$ cat src/osc_ps_pkg.sv
// ----------------------------------------------------------------------------
// OSC packet splitter package
// Sizes, codes and shared types of the packet splitter.
// ----------------------------------------------------------------------------
package osc_ps_pkg;

  localparam int MAX_PARAMS       = 10;
  localparam int MAX_PACKET_BYTES = 1024;
  localparam int TAG_DEPTH        = 11;
  localparam int TAG_IDX_W        = $clog2(TAG_DEPTH);

  localparam int WORD_LIMIT = MAX_PACKET_BYTES / 4;
  localparam int WPOS_W     = $clog2(WORD_LIMIT + 1);
  localparam int BYTE_W     = WPOS_W + 2;

  localparam int WORD_W = 32;
  localparam int IDX_W  = 4;
  localparam int OFF_W  = 10;
  localparam int LEN_W  = 11;
  localparam int CNT_W  = 4;
  localparam int KIND_W = 2;
  localparam int TYPE_W = 2;

  localparam int DATA_W = 64;
  localparam int PAD_W  = DATA_W - (IDX_W + OFF_W + LEN_W + WORD_W + CNT_W);

  localparam int QDEPTH = 4;
  localparam int QPTR_W = $clog2(QDEPTH);
  localparam int QCNT_W = $clog2(QDEPTH + 1);

  localparam logic [KIND_W-1:0] KIND_ADDR  = 2'd0;
  localparam logic [KIND_W-1:0] KIND_TAGS  = 2'd1;
  localparam logic [KIND_W-1:0] KIND_PARAM = 2'd2;
  localparam logic [KIND_W-1:0] KIND_DONE  = 2'd3;

  localparam logic [TYPE_W-1:0] TYPE_INT = 2'd0;
  localparam logic [TYPE_W-1:0] TYPE_FLT = 2'd1;
  localparam logic [TYPE_W-1:0] TYPE_STR = 2'd2;

  localparam logic [7:0] TAG_INT = 8'h69;
  localparam logic [7:0] TAG_STR = 8'h73;
  localparam logic [7:0] TAG_FLT = 8'h66;

  typedef enum logic [6:0] {
    PH_ADDR = 7'b0000001,
    PH_TAGS = 7'b0000010,
    PH_INT  = 7'b0000100,
    PH_STR  = 7'b0001000,
    PH_FLT  = 7'b0010000,
    PH_SKIP = 7'b0100000,
    PH_DONE = 7'b1000000
  } phase_t;

  typedef struct packed {
    logic [KIND_W-1:0] kind;
    logic [IDX_W-1:0]  param_index;
    logic [TYPE_W-1:0] type_code;
    logic [OFF_W-1:0]  offset_bytes;
    logic [LEN_W-1:0]  length_bytes;
    logic [WORD_W-1:0] value;
    logic [CNT_W-1:0]  count;
    logic              end_of_run;
  } res_t;

  // Up to two results produced by one packet word.
  typedef struct packed {
    logic [1:0] n_res;
    res_t       r0;
    res_t       r1;
  } push_t;

  // Layout of out_tdata, param_index in the lowest bits.
  typedef struct packed {
    logic [PAD_W-1:0]  pad;
    logic [CNT_W-1:0]  count;
    logic [WORD_W-1:0] value;
    logic [LEN_W-1:0]  length_bytes;
    logic [OFF_W-1:0]  offset_bytes;
    logic [IDX_W-1:0]  param_index;
  } out_data_t;

  // Layout of out_tuser, kind in the lowest bits.
  typedef struct packed {
    logic [TYPE_W-1:0] type_code;
    logic [KIND_W-1:0] kind;
  } out_user_t;

endpackage

$ cat src/osc_ps_outq.sv
// ----------------------------------------------------------------------------
// OSC packet splitter result queue
// Small queue that takes up to two results a cycle and hands out one while the reader is ready.
// ----------------------------------------------------------------------------
module osc_ps_outq (
  input  logic              clk,
  input  logic              rst_n,
  input  osc_ps_pkg::push_t push,
  output logic              room,
  output logic              out_valid,
  input  logic              out_ready,
  output osc_ps_pkg::res_t  out_res
);

  osc_ps_pkg::res_t                   q_r [osc_ps_pkg::QDEPTH];
  logic [osc_ps_pkg::QPTR_W-1:0]      wr_ptr_r, wr_ptr_nxt;
  logic [osc_ps_pkg::QPTR_W-1:0]      rd_ptr_r, rd_ptr_nxt;
  logic [osc_ps_pkg::QCNT_W-1:0]      cnt_r, cnt_nxt;
  logic [osc_ps_pkg::QPTR_W-1:0]      wr_ptr_p1;
  logic                               pop;

  // Room is judged before this cycle's pop, so a request never overfills.
  assign room      = (cnt_r <= osc_ps_pkg::QCNT_W'(osc_ps_pkg::QDEPTH - 2));
  assign out_valid = (cnt_r != '0);
  assign out_res   = q_r[rd_ptr_r];
  assign pop       = out_valid && out_ready;
  assign wr_ptr_p1 = wr_ptr_r + osc_ps_pkg::QPTR_W'(1);

  always_comb begin
    wr_ptr_nxt = wr_ptr_r + osc_ps_pkg::QPTR_W'(push.n_res);
    rd_ptr_nxt = rd_ptr_r + osc_ps_pkg::QPTR_W'(pop);
    cnt_nxt    = cnt_r + osc_ps_pkg::QCNT_W'(push.n_res) - osc_ps_pkg::QCNT_W'(pop);
  end

  always_ff @(posedge clk) begin
    if (!rst_n) begin
      wr_ptr_r <= '0;
      rd_ptr_r <= '0;
      cnt_r    <= '0;
    end else begin
      wr_ptr_r <= wr_ptr_nxt;
      rd_ptr_r <= rd_ptr_nxt;
      cnt_r    <= cnt_nxt;
    end
  end

  always_ff @(posedge clk) begin
    for (int i = 0; i < osc_ps_pkg::QDEPTH; i++) begin
      if (push.n_res != 2'd0 && wr_ptr_r == osc_ps_pkg::QPTR_W'(i)) begin
        q_r[i] <= push.r0;
      end else if (push.n_res == 2'd2 && wr_ptr_p1 == osc_ps_pkg::QPTR_W'(i)) begin
        q_r[i] <= push.r1;
      end
    end
  end

endmodule

$ cat src/osc_ps_parser.sv
// ----------------------------------------------------------------------------
// OSC packet splitter parser
// Input word register, parse state, type tag store and result forming.
// ----------------------------------------------------------------------------
module osc_ps_parser (
  input  logic                          clk,
  input  logic                          rst_n,
  input  logic                          in_valid,
  output logic                          in_ready,
  input  logic [osc_ps_pkg::WORD_W-1:0] in_word,
  input  logic                          in_last,
  input  logic                          q_room,
  output osc_ps_pkg::push_t             push
);

  // Input stage
  logic                          in_vld_r;
  logic [osc_ps_pkg::WORD_W-1:0] in_word_r;
  logic                          in_last_r;
  logic                          adv;

  // Parse state
  osc_ps_pkg::phase_t            phase_r, phase_nxt;
  logic [osc_ps_pkg::IDX_W-1:0]  ps_r, ps_nxt;
  logic [osc_ps_pkg::WPOS_W-1:0] wp_r, wp_nxt;
  logic [osc_ps_pkg::BYTE_W-1:0] start_r, start_nxt;
  logic [7:0]                    tag_r   [osc_ps_pkg::TAG_DEPTH];
  logic [7:0]                    tag_nxt [osc_ps_pkg::TAG_DEPTH];

  logic                          in_range;
  logic                          zero_end;
  logic [osc_ps_pkg::BYTE_W-1:0] end_b;
  logic [osc_ps_pkg::WPOS_W-1:0] rel_w;

  assign adv      = in_vld_r && q_room;
  assign in_ready = !in_vld_r || adv;

  assign in_range = (wp_r < osc_ps_pkg::WPOS_W'(osc_ps_pkg::WORD_LIMIT));
  assign zero_end = (in_word_r[7:0] == 8'd0);
  assign end_b    = {wp_r, 2'b00} + osc_ps_pkg::BYTE_W'(4);
  // Words since the start of the type tag string.
  assign rel_w    = wp_r - start_r[osc_ps_pkg::BYTE_W-1:2];

  always_ff @(posedge clk) begin
    if (!rst_n) begin
      in_vld_r <= 1'b0;
    end else if (in_ready) begin
      in_vld_r <= in_valid;
    end
  end

  always_ff @(posedge clk) begin
    if (in_valid && in_ready) begin
      in_word_r <= in_word;
      in_last_r <= in_last;
    end
  end

  // Tag byte k of the string (k = 1 after the comma) lands in entry k-1.
  // The store is read through these merged values so that a one-word tag
  // string is seen in the same cycle.
  always_comb begin
    for (int j = 0; j < osc_ps_pkg::TAG_DEPTH; j++) begin
      tag_nxt[j] = tag_r[j];
      if (phase_r == osc_ps_pkg::PH_TAGS && in_range &&
          rel_w == osc_ps_pkg::WPOS_W'((j + 1) >> 2)) begin
        tag_nxt[j] = in_word_r[31 - 8 * ((j + 1) & 3) -: 8];
      end
    end
  end

  always_comb begin
    logic [7:0]                    tag;
    logic                          np_stop;
    osc_ps_pkg::phase_t            np_phase;
    logic                          has_a;
    osc_ps_pkg::res_t              res_a;
    osc_ps_pkg::res_t              res_d;

    phase_nxt = phase_r;
    ps_nxt    = ps_r;
    wp_nxt    = wp_r;
    start_nxt = start_r;
    has_a     = 1'b0;
    res_a     = '0;
    res_d     = '0;
    push      = '0;

    // Tag of the next parameter; past the store it reads as the end.
    tag = 8'd0;
    if (ps_r < osc_ps_pkg::IDX_W'(osc_ps_pkg::TAG_DEPTH)) begin
      tag = tag_nxt[ps_r[osc_ps_pkg::TAG_IDX_W-1:0]];
    end
    np_stop = (ps_r >= osc_ps_pkg::IDX_W'(osc_ps_pkg::MAX_PARAMS)) || (tag == 8'd0);
    case (tag)
      osc_ps_pkg::TAG_INT: np_phase = osc_ps_pkg::PH_INT;
      osc_ps_pkg::TAG_STR: np_phase = osc_ps_pkg::PH_STR;
      osc_ps_pkg::TAG_FLT: np_phase = osc_ps_pkg::PH_FLT;
      default:             np_phase = osc_ps_pkg::PH_SKIP;
    endcase
    if (np_stop) begin
      np_phase = osc_ps_pkg::PH_DONE;
    end

    if (in_range) begin
      wp_nxt = wp_r + osc_ps_pkg::WPOS_W'(1);
      case (phase_r)
        osc_ps_pkg::PH_ADDR: begin
          if (zero_end) begin
            has_a              = 1'b1;
            res_a.kind         = osc_ps_pkg::KIND_ADDR;
            res_a.length_bytes = osc_ps_pkg::LEN_W'(end_b);
            phase_nxt          = osc_ps_pkg::PH_TAGS;
            start_nxt          = end_b;
          end
        end
        osc_ps_pkg::PH_TAGS: begin
          if (zero_end) begin
            has_a              = 1'b1;
            res_a.kind         = osc_ps_pkg::KIND_TAGS;
            res_a.offset_bytes = start_r[osc_ps_pkg::OFF_W-1:0];
            res_a.length_bytes = osc_ps_pkg::LEN_W'(end_b - start_r);
            phase_nxt          = np_phase;
            if (!np_stop) begin
              ps_nxt    = ps_r + osc_ps_pkg::IDX_W'(1);
              start_nxt = end_b;
            end
          end
        end
        osc_ps_pkg::PH_INT, osc_ps_pkg::PH_FLT: begin
          has_a              = 1'b1;
          res_a.kind         = osc_ps_pkg::KIND_PARAM;
          res_a.param_index  = ps_r - osc_ps_pkg::IDX_W'(1);
          res_a.type_code    = (phase_r == osc_ps_pkg::PH_INT) ?
                               osc_ps_pkg::TYPE_INT : osc_ps_pkg::TYPE_FLT;
          res_a.offset_bytes = start_r[osc_ps_pkg::OFF_W-1:0];
          res_a.length_bytes = osc_ps_pkg::LEN_W'(4);
          res_a.value        = in_word_r;
          phase_nxt          = np_phase;
          if (!np_stop) begin
            ps_nxt    = ps_r + osc_ps_pkg::IDX_W'(1);
            start_nxt = end_b;
          end
        end
        osc_ps_pkg::PH_STR: begin
          if (zero_end) begin
            has_a              = 1'b1;
            res_a.kind         = osc_ps_pkg::KIND_PARAM;
            res_a.param_index  = ps_r - osc_ps_pkg::IDX_W'(1);
            res_a.type_code    = osc_ps_pkg::TYPE_STR;
            res_a.offset_bytes = start_r[osc_ps_pkg::OFF_W-1:0];
            res_a.length_bytes = osc_ps_pkg::LEN_W'(end_b - start_r);
            phase_nxt          = np_phase;
            if (!np_stop) begin
              ps_nxt    = ps_r + osc_ps_pkg::IDX_W'(1);
              start_nxt = end_b;
            end
          end
        end
        osc_ps_pkg::PH_SKIP: begin
          // An unknown tag uses up this word without a result.
          phase_nxt = np_phase;
          if (!np_stop) begin
            ps_nxt    = ps_r + osc_ps_pkg::IDX_W'(1);
            start_nxt = end_b;
          end
        end
        default: begin
        end
      endcase
    end

    res_d.kind       = osc_ps_pkg::KIND_DONE;
    res_d.count      = ps_nxt;
    res_d.end_of_run = 1'b1;

    if (adv) begin
      if (has_a && in_last_r) begin
        push.n_res = 2'd2;
        push.r0    = res_a;
        push.r1    = res_d;
      end else if (has_a) begin
        push.n_res         = 2'd1;
        push.r0            = res_a;
        push.r0.end_of_run = 1'b1;
      end else if (in_last_r) begin
        push.n_res = 2'd1;
        push.r0    = res_d;
      end
    end

    // The last word of a packet returns the parser to its reset state.
    if (in_last_r) begin
      phase_nxt = osc_ps_pkg::PH_ADDR;
      ps_nxt    = '0;
      wp_nxt    = '0;
      start_nxt = '0;
    end
  end

  always_ff @(posedge clk) begin
    if (!rst_n) begin
      phase_r <= osc_ps_pkg::PH_ADDR;
      ps_r    <= '0;
      wp_r    <= '0;
      start_r <= '0;
    end else if (adv) begin
      phase_r <= phase_nxt;
      ps_r    <= ps_nxt;
      wp_r    <= wp_nxt;
      start_r <= start_nxt;
    end
  end

  always_ff @(posedge clk) begin
    if (adv) begin
      for (int j = 0; j < osc_ps_pkg::TAG_DEPTH; j++) begin
        tag_r[j] <= tag_nxt[j];
      end
    end
  end

endmodule

$ cat src/osc_packet_splitter_core.sv
// ----------------------------------------------------------------------------
// OSC packet splitter core
// Splits an OSC packet, one big-endian word per request, into address,
// type tag and parameter results with byte offsets and lengths, and a done result.
// ----------------------------------------------------------------------------
// The core takes one packet word per clock cycle while the result queue has
// room. A word is registered in the input word register, and its results in
// the result queue before they are reported. Each word is parsed by logic
// between the input word register and a four-entry result queue. A word may
// cause up to two results (an address, tag or parameter result and the packet
// done result on the last word); each result takes its own output transfer.
// The input side stalls only while the result queue has fewer than two free
// entries. After the word flagged with tlast, the parser is back in its reset state for the next packet.
module osc_packet_splitter_core (
  input  logic                          clk,
  input  logic                          rst_n,
  input  logic                          in_tvalid,
  output logic                          in_tready,
  input  logic [osc_ps_pkg::WORD_W-1:0] in_tdata,  // word[31:0]
  input  logic                          in_tlast,
  output logic                          out_tvalid,
  input  logic                          out_tready,
  // param_index[3:0], offset_bytes[13:4], length_bytes[24:14],
  // value[56:25], count[60:57], zero[63:61]
  output logic [osc_ps_pkg::DATA_W-1:0] out_tdata,
  output logic [3:0]                    out_tuser, // kind[1:0], type_code[3:2]
  output logic                          out_tlast
);

  osc_ps_pkg::push_t     push;
  logic                  q_room;
  osc_ps_pkg::res_t      out_res;
  osc_ps_pkg::out_data_t dout;
  osc_ps_pkg::out_user_t uout;

  osc_ps_parser u_parser (
    .clk      (clk),
    .rst_n    (rst_n),
    .in_valid (in_tvalid),
    .in_ready (in_tready),
    .in_word  (in_tdata),
    .in_last  (in_tlast),
    .q_room   (q_room),
    .push     (push)
  );

  osc_ps_outq u_outq (
    .clk       (clk),
    .rst_n     (rst_n),
    .push      (push),
    .room      (q_room),
    .out_valid (out_tvalid),
    .out_ready (out_tready),
    .out_res   (out_res)
  );

  always_comb begin
    dout              = '0;
    dout.param_index  = out_res.param_index;
    dout.offset_bytes = out_res.offset_bytes;
    dout.length_bytes = out_res.length_bytes;
    dout.value        = out_res.value;
    dout.count        = out_res.count;
    uout.kind         = out_res.kind;
    uout.type_code    = out_res.type_code;
  end

  assign out_tdata = dout;
  assign out_tuser = uout;
  assign out_tlast = out_res.end_of_run;

endmodule

$ cat config.mk
export PLATFORM = sky130hd
export DESIGN_NAME = osc_packet_splitter_core
export DESIGN_NICKNAME = d
export VERILOG_FILES = /design/src/osc_ps_pkg.sv /design/src/osc_ps_outq.sv /design/src/osc_ps_parser.sv /design/src/osc_packet_splitter_core.sv
export SDC_FILE = /design/constraint.sdc
export NUM_CORES = 1
export LEC_CHECK = 0
export ABC_CLOCK_PERIOD_IN_PS = 7200
export BUFFER_PORTS_ARGS = -buffer_cell sky130_fd_sc_hd__buf_2
export CAP_MARGIN = 5
export CORE_MARGIN = 5
export CORE_UTILIZATION = 57
export CTS_BUF_LIST = sky130_fd_sc_hd__clkbuf_4
export DETAILED_ROUTE_END_ITERATION = 10
export HOLD_SLACK_MARGIN = 0.15
export PLACE_DENSITY = 0.79
export SETUP_SLACK_MARGIN = 0.05
export SLEW_MARGIN = 5
export SYNTH_ARGS = -nofsm -noshare
export SYNTH_HDL_FRONTEND = slang
export SYNTH_SLANG_ARGS = --single-unit
$ cat constraint.sdc
create_clock -name clk -period 7.2 [get_ports clk]
set_input_delay 0.72 -clock clk [delete_from_list [all_inputs] [get_ports clk]]
set_output_delay 0.72 -clock clk [all_outputs]
set_load 0.05 [all_outputs]
==> results.cfg, run 1 <==
[sta]
slew_violations = 0
max_slew_margin_pct = 21.1
min_period_over_period_pct = 79.7
min_period_ns = 5.74
setup-tns-final_ns = 0
worstMarginPinSlew_ns = 1.18
fin_skew_ns = 0.0583
hold_viol = 0
setup_viol = 0
clock.fmax_mhz = 174
rsz0062_at_grt = no

[clocking]
cts_root_buf = clkbuf_4
numCtsBuffers = 105
ctsHtreeMaxLevel = 3
cts_max_path_buffers = 3
holdBufCountCts = 33
postCtsSetupRepairBufs = 0
tritoncts = built
cts_resized = 0
clkTransAtPathRegs_ns = 0.07
clk_latency_ns = 0.82
clock-sinks = 406

[worst_setup_path]
rr_worst_depth = 17
reg2reg_to = u_outq.q_r[0][2]
required_ns = 7.73
worstSetupPathType = reg2reg
cp_max_fo = 20
end_kind = flop
r2r_start = u_parser.wp_r[0]
startpoint_type = flop
reg2reg_setup_slack_ns = 1.46
worstPathArrival_ns = 6.27
critPathLaunch = u_parser.wp_r[0]
crit_end = u_outq.q_r[0][2]

[detailed_routing]
viasPerCell = 6.11
drt-initial-drc-count = 1338
drt-total-wl_um = 49200
drtPass1Iterations = 6
wire_per_inst_um = 21.6
via_count = 13933
drc = 0
antenna_left = 0

[logic_synthesis]
yosysWarnings = 0
yosysSeqAreaShare_pct = 57.1
ys_ff_latch = 406
synth.avg_cell_area_um2 = 12.6
synth_edf_count = 314
synth_area_mm2 = 0.0197
netlist_instances = 1567
async_flop_share_pct = 0
synth_cell_types = 90
ys.flop_type = edfxtp_1

[hold_path]
min_path_type = in2reg

[power]
p_leak_uw = 0.00829
swShare_pct = 32.1
power_per_cell_area_mw_per_mm2 = 278
seq_power_share_pct = 45.3
power.share.combinational_pct = 21.9
internal-power_uw = 4220
p_clk_share_pct = 32.8
p_sw_uw = 1990
peakVddDrop_uv = 289

[final_layout]
area_growth_pct = 13.2
fill_cells = 2536
fin_cells = 2280
nets = 1802
drive_gt1_share_pct = 25.2
multi_input_area_mm2 = 0.00789
regArea_mm2 = 0.0113

[placement]
gp_congestion = 0.896
hpwl_um = 31600
io_buffers = 100
placed_cells = 2050

[grt]
antenna_found_initial = 2
grt_max_degree = 93
first_global_vias = 13862
grt_overflow_total = 0
grt.total_usage_pct = 25.7
grt_pass1_wl_um = 77800

[floorplan]
die-area_mm2 = 0.0385
dieHeight_um = 196
core_mm2 = 0.0344
die_w_um = 196
start_util_pct = 57.4
placementRows = 68
io_pins = 108

[flow_run]
maxCapViolCount = 0

[run_status]
outcome = finished clean
worst max-delay path, stage by stage (launching register included):
cell and delay [ns]:
dfxtp_1 0.50, inv_1 0.14, ha_1 0.22, fa_1 0.39, nor2b_1 0.24, o21bai_1 0.11, and3_1 0.21, or2_1 0.40
nor4_4 0.81, buf_4 0.41, mux2_2 0.37, a311oi_1 0.30, a31oi_1 0.24, and4bb_4 0.28, a21boi_4 0.29, nand2_1 0.14
mux2i_1 0.31, a21oi_1 0.11
power groups by stage:
stage | clock [uW] | sequential [uW] | combinational, uW
global placement | 0 | 2850 | 1340
CTS | 2080 | 2810 | 1370
finish | 2040 | 2810 | 1360
global route | 2220 | 2830 | 1440
floorplan | 0 | 2780 | 1130
detailed placement | 0 | 2860 | 1360
registers in the layout, summed over array words and instances (netlist names), 2 cells and up:
name                count
u_outq.cnt_r            3
u_outq.q_r            248
u_outq.rd_ptr_r         2
u_outq.wr_ptr_r         2
u_parser.in_word_r     32
u_parser.phase_r        7
u_parser.ps_r           4
u_parser.start_r        9
u_parser.tag_r         88
u_parser.wp_r           9
cell families (layout without fill, tap and decap cells):
| logic type | after synthesis | in the layout | share of synthesized area, % |
|---|---|---|---|
| simple gates | 544 | 544 | 14.1 |
| mux | 169 | 169 | 13.5 |
| xor+xnor | 27 | 27 | 1.20 |
| fa+ha+maj | 30 | 30 | 2.02 |
| other cells | 1 | 10 | 0.0190 |
| flops | 406 | 406 | 57.1 |
| buf+inv | 151 | 400 | 3.24 |
| compound gates | 239 | 239 | 8.90 |
worst min path at each step:
stage	start	to	slack, ns	depth (start not counted)
floorplan	u_outq.q_r[2][39]	u_outq.q_r[2][39]	0.42	2
global placement	u_outq.q_r[2][40]	u_outq.q_r[2][40]	0.43	2
detailed placement	u_outq.q_r[2][39]	u_outq.q_r[2][39]	0.44	2
CTS	in_tvalid	u_parser.in_vld_r	0.16	3
global route	in_tvalid	u_parser.in_vld_r	0.17	3
finish	in_tvalid	u_parser.in_vld_r	0.22	3
Yosys cell counts (all sizes together) (6+ instances only):
master  instances  area (um2)
mux2i          34         340
mux2           64         724
a21oi          33         165
o22ai          19         119
edfxtp        314        9430
and2          113         707
xnor2          17         149
a21o           19         143
a22o           41         359
dfxtp          92        1840
a22oi           7        52.6
nand2         154         578
nor4           10         123
and3            9        56.3
clkbuf         76         285
nor2b          25         156
nor3           36         185
o31ai           7        57.6
o21ai          41         205
buf            28         178
or3             6        37.5
xor2           10        87.6
nand3          17        97.6
nand2b          9        63.8
ha             27         338
a211oi          7        57.6
nand4          11        75.1
nor2          129         484
inv            47         176
mux4           71        1600
layout make-up:
cell class / count / share of cell area (%)
diodes: 3 / 0.0336
inverters: 47 / 0.800
clock buffers: 159 / 5.34
multi-input cells: 1016 / 35.3
well taps: 455 / 2.55
clock inverters: 35 / 0.952
flip-flops and latches: 406 / 50.4
repair buffers: 159 / 4.59
stage by stage:
stage	worst slack, ns	utilization (%)	instance area (um2)	power, uW	hold WS [ns]
after floorplan	0.352	-	19800	3910	0.420
after global placement	1.73	60.0	20600	4200	0.429
after detailed placement	1.58	60.0	20600	4220	0.442
after CTS	1.57	65.0	22300	6270	0.161
after global routing	1.05	65.0	22400	6480	0.173
final	1.46	65.0	22400	6210	0.216
routing by layer:
layer	vias up	global-route usage, %	share of wire [%]
li1	6260	-	-
met1	6917	36.1	41
met2	657	40.7	48
met3	99	5.65	9.2
met4	0	7.55	2.2
met5	-	0	0
layout by cell type (no fill, tap or decap), types with 17 or more instances in the layout:
cell,netlist,routed
and2_1,113,112
a21oi_1,33,33
a21o_1,19,19
o21ai_0,40,40
nand2_1,154,153
buf_4,10,26
clkbuf_4,0,159
o22ai_1,19,19
xnor2_1,17,17
nor2b_1,25,25
mux4_2,71,71
nor3_1,35,35
dfxtp_1,92,90
dlygate4sd3_1,0,33
nor2_1,129,126
ha_1,27,27
a22o_1,41,41
clkinv_1,0,22
mux2i_1,34,34
edfxtp_1,314,314
inv_1,45,44
mux2_2,56,56
buf_2,4,100
No activity file was read; power rests on OpenSTA's default activity.
==> run 2: changes to the inputs <==
--- a/config.mk
+++ b/config.mk
@@ -5,7 +5,7 @@
 export SDC_FILE = /design/constraint.sdc
 export NUM_CORES = 1
 export LEC_CHECK = 0
-export ABC_CLOCK_PERIOD_IN_PS = 7200
+export ABC_CLOCK_PERIOD_IN_PS = 5050
 export BUFFER_PORTS_ARGS = -buffer_cell sky130_fd_sc_hd__buf_2
 export CAP_MARGIN = 5
 export CORE_MARGIN = 5
==> constraint.sdc (replaced) <==
create_clock -name clk -period 5.05 [get_ports clk]
set_input_delay 0.505 -clock clk [delete_from_list [all_inputs] [get_ports clk]]
set_output_delay 0.505 -clock clk [all_outputs]
set_load 0.05 [all_outputs]
==> results.cfg, run 2 (synthesis gave the netlist of run 1 again) <==
[run_status]
outcome = finished clean

[clocking]
clock-sinks = 406
numCtsBuffers = 100
cts_root_buf = clkbuf_4
cts_max_path_buffers = 3
ctsHtreeMaxLevel = 3
clk_latency_ns = 0.80
clkTransAtPathRegs_ns = 0.07
tritoncts = built

[hold_path]
min_to = u_parser.ps_r[1]
min_from = rst_n
hold_depth = 3
min_path_type = in2reg

[detailed_routing]
drt-total-wl_um = 50700
drt-initial-drc-count = 1366
via_count = 14054
drtPass1Iterations = 6
viasPerCell = 6.09
dr_wl_met3_um = 5280
top_layer = met4
drc = 0
route.met2.wl_um = 23500
wire_per_inst_um = 22.0
antenna_left = 0
wl_met1_um = 20100

[final_layout]
regMostFlops = u_outq.q_r
layout_commonest_cell = edfxtp_1
final_cell_mix = 314 x edfxtp_1, 152 x nand2_1, 150 x clkbuf_4
area_growth_pct = 15.2
fin_cells = 2306
stdcell_area_mm2 = 0.0227
nets = 1842
largest_registers = u_outq.q_r: 248 flops, u_parser.tag_r: 88 flops, u_parser.in_word_r: 32 flops
drive_gt1_share_pct = 27.4
largest_reg_flops = 248

[worst_setup_path]
critPathTopFamily = compound AO/OA/AOI/OAI gates
required_ns = 5.58
r2r_start = u_parser.start_r[4]
crit_slowest_cell = o41ai_2
startpoint_type = flop
reg2reg_to = u_outq.q_r[3][3]
worstSetupPathType = reg2reg
reg2reg_setup_slack_ns = 0.16
crit_chain = inv_1, ha_2, nor2b_2, o31ai_2, mux2i_2, nand4_4, nor4_4, buf_4, buf_12, buf_4, a2111oi_2, o41ai_2, a31o_2, o41ai_4, a21boi_4, nand3_1, xnor2_2, nor2_1
worstPathArrival_ns = 5.42
cp_slowest_stage_delay_ns = 0.51
rr_worst_depth = 18
cp_max_fo = 15
cp_common_cell = buf_4
path_buf_inv = 4
end_kind = flop

[sta]
hold_viol = 0
min_period_over_period_pct = 96.9
setup_viol = 0
min_period_ns = 4.89
worstMarginPinSlew_ns = 1.01
setup_ws_ns = 0.158
slew_violations = 0
whs_ns = 0.268
max_slew_margin_pct = 32.7
setup-tns-final_ns = 0
fin_skew_ns = 0.0473
clock.fmax_mhz = 204

[power]
power_per_cell_area_mw_per_mm2 = 382
peakVddDrop_uv = 266
p_leak_uw = 0.00850

[grt]
grt.total_usage_pct = 25.9
first_global_vias = 13964
grt_max_degree = 64
grt_pass1_wl_um = 77900
antenna_found_initial = 1
grt_overflow_total = 0

[flow_run]
maxCapViolCount = 0

[placement]
gp_congestion = 0.947
io_buffers = 100
hpwl_um = 33200
place_area_mm2 = 0.0209
placed_cells = 2074
dpl_worst_slack_ns = -0.00404

[floorplan]
start_util_pct = 57.4
die_w_um = 196
placementRows = 68
dieHeight_um = 196
core_mm2 = 0.0344
die-area_mm2 = 0.0385
io_pins = 108
[run 2: layout make-up]
cell class	instances	area [um2]
fillers	2469	11600
repair buffers	204	1460
multi-input cells	1016	8000
flip-flops and latches	406	11300
clock inverters	27	144
inverters	47	179
clock buffers	150	1130
diodes	1	2.50
well taps	455	569
[run 2: worst min-delay path, delay by kind of cell]
kind / cells / cell delay [ns]
AO/OA/AOI/OAI: 1 / 0.04
buffers and inverters: 1 / 0.31
AND/OR/NAND/NOR: 1 / 0.14
[run 2: through the flow]
step / utilization, % / total power [uW]
floorplan: - / 5570
global placement: 60.7 / 6010
detailed placement: 60.7 / 6040
CTS: 65.4 / 8750
global route: 66.2 / 9060
finish: 66.2 / 8690
[run 2: worst max path at each step]
stage,start,to,slack (ns),depth (start not counted)
after floorplan,u_parser.start_r[3],u_outq.q_r[0][2],0.36,16
after global placement,u_parser.start_r[4],u_outq.q_r[0][2],0.11,16
after detailed placement,u_parser.start_r[4],u_outq.q_r[1][2],-0.004,16
after CTS,u_parser.start_r[2],u_outq.q_r[1][3],0.08,16
after global routing,u_parser.start_r[7],u_outq.q_r[3][3],-0.08,19
final,u_parser.start_r[4],u_outq.q_r[3][3],0.16,18
[run 2: metal layers]
| layer | vias to the layer above | GRT usage [%] |
|---|---|---|
| met1 | 6839 | 35.3 |
| met3 | 126 | 6.90 |
| li1 | 6320 | - |
| met2 | 769 | 40.0 |
| met4 | 0 | 10.4 |
| met5 | - | 0 |
[run 2: what timing repair did]
action,in CTS,in global routing
gates cloned,0,2
endpoints found under the hold margin,34,0
hold buffers,34,0
setup buffers,0,18
resized for setup,4,18
setup endpoints to repair,14,34
pin swaps,1,10
[run 2: power breakdown]
group | switching (uW) | total (uW) | internal [uW]
sequential | 187 | 4010 | 3820
combinational | 1320 | 1990 | 676
clock | 1290 | 2690 | 1410
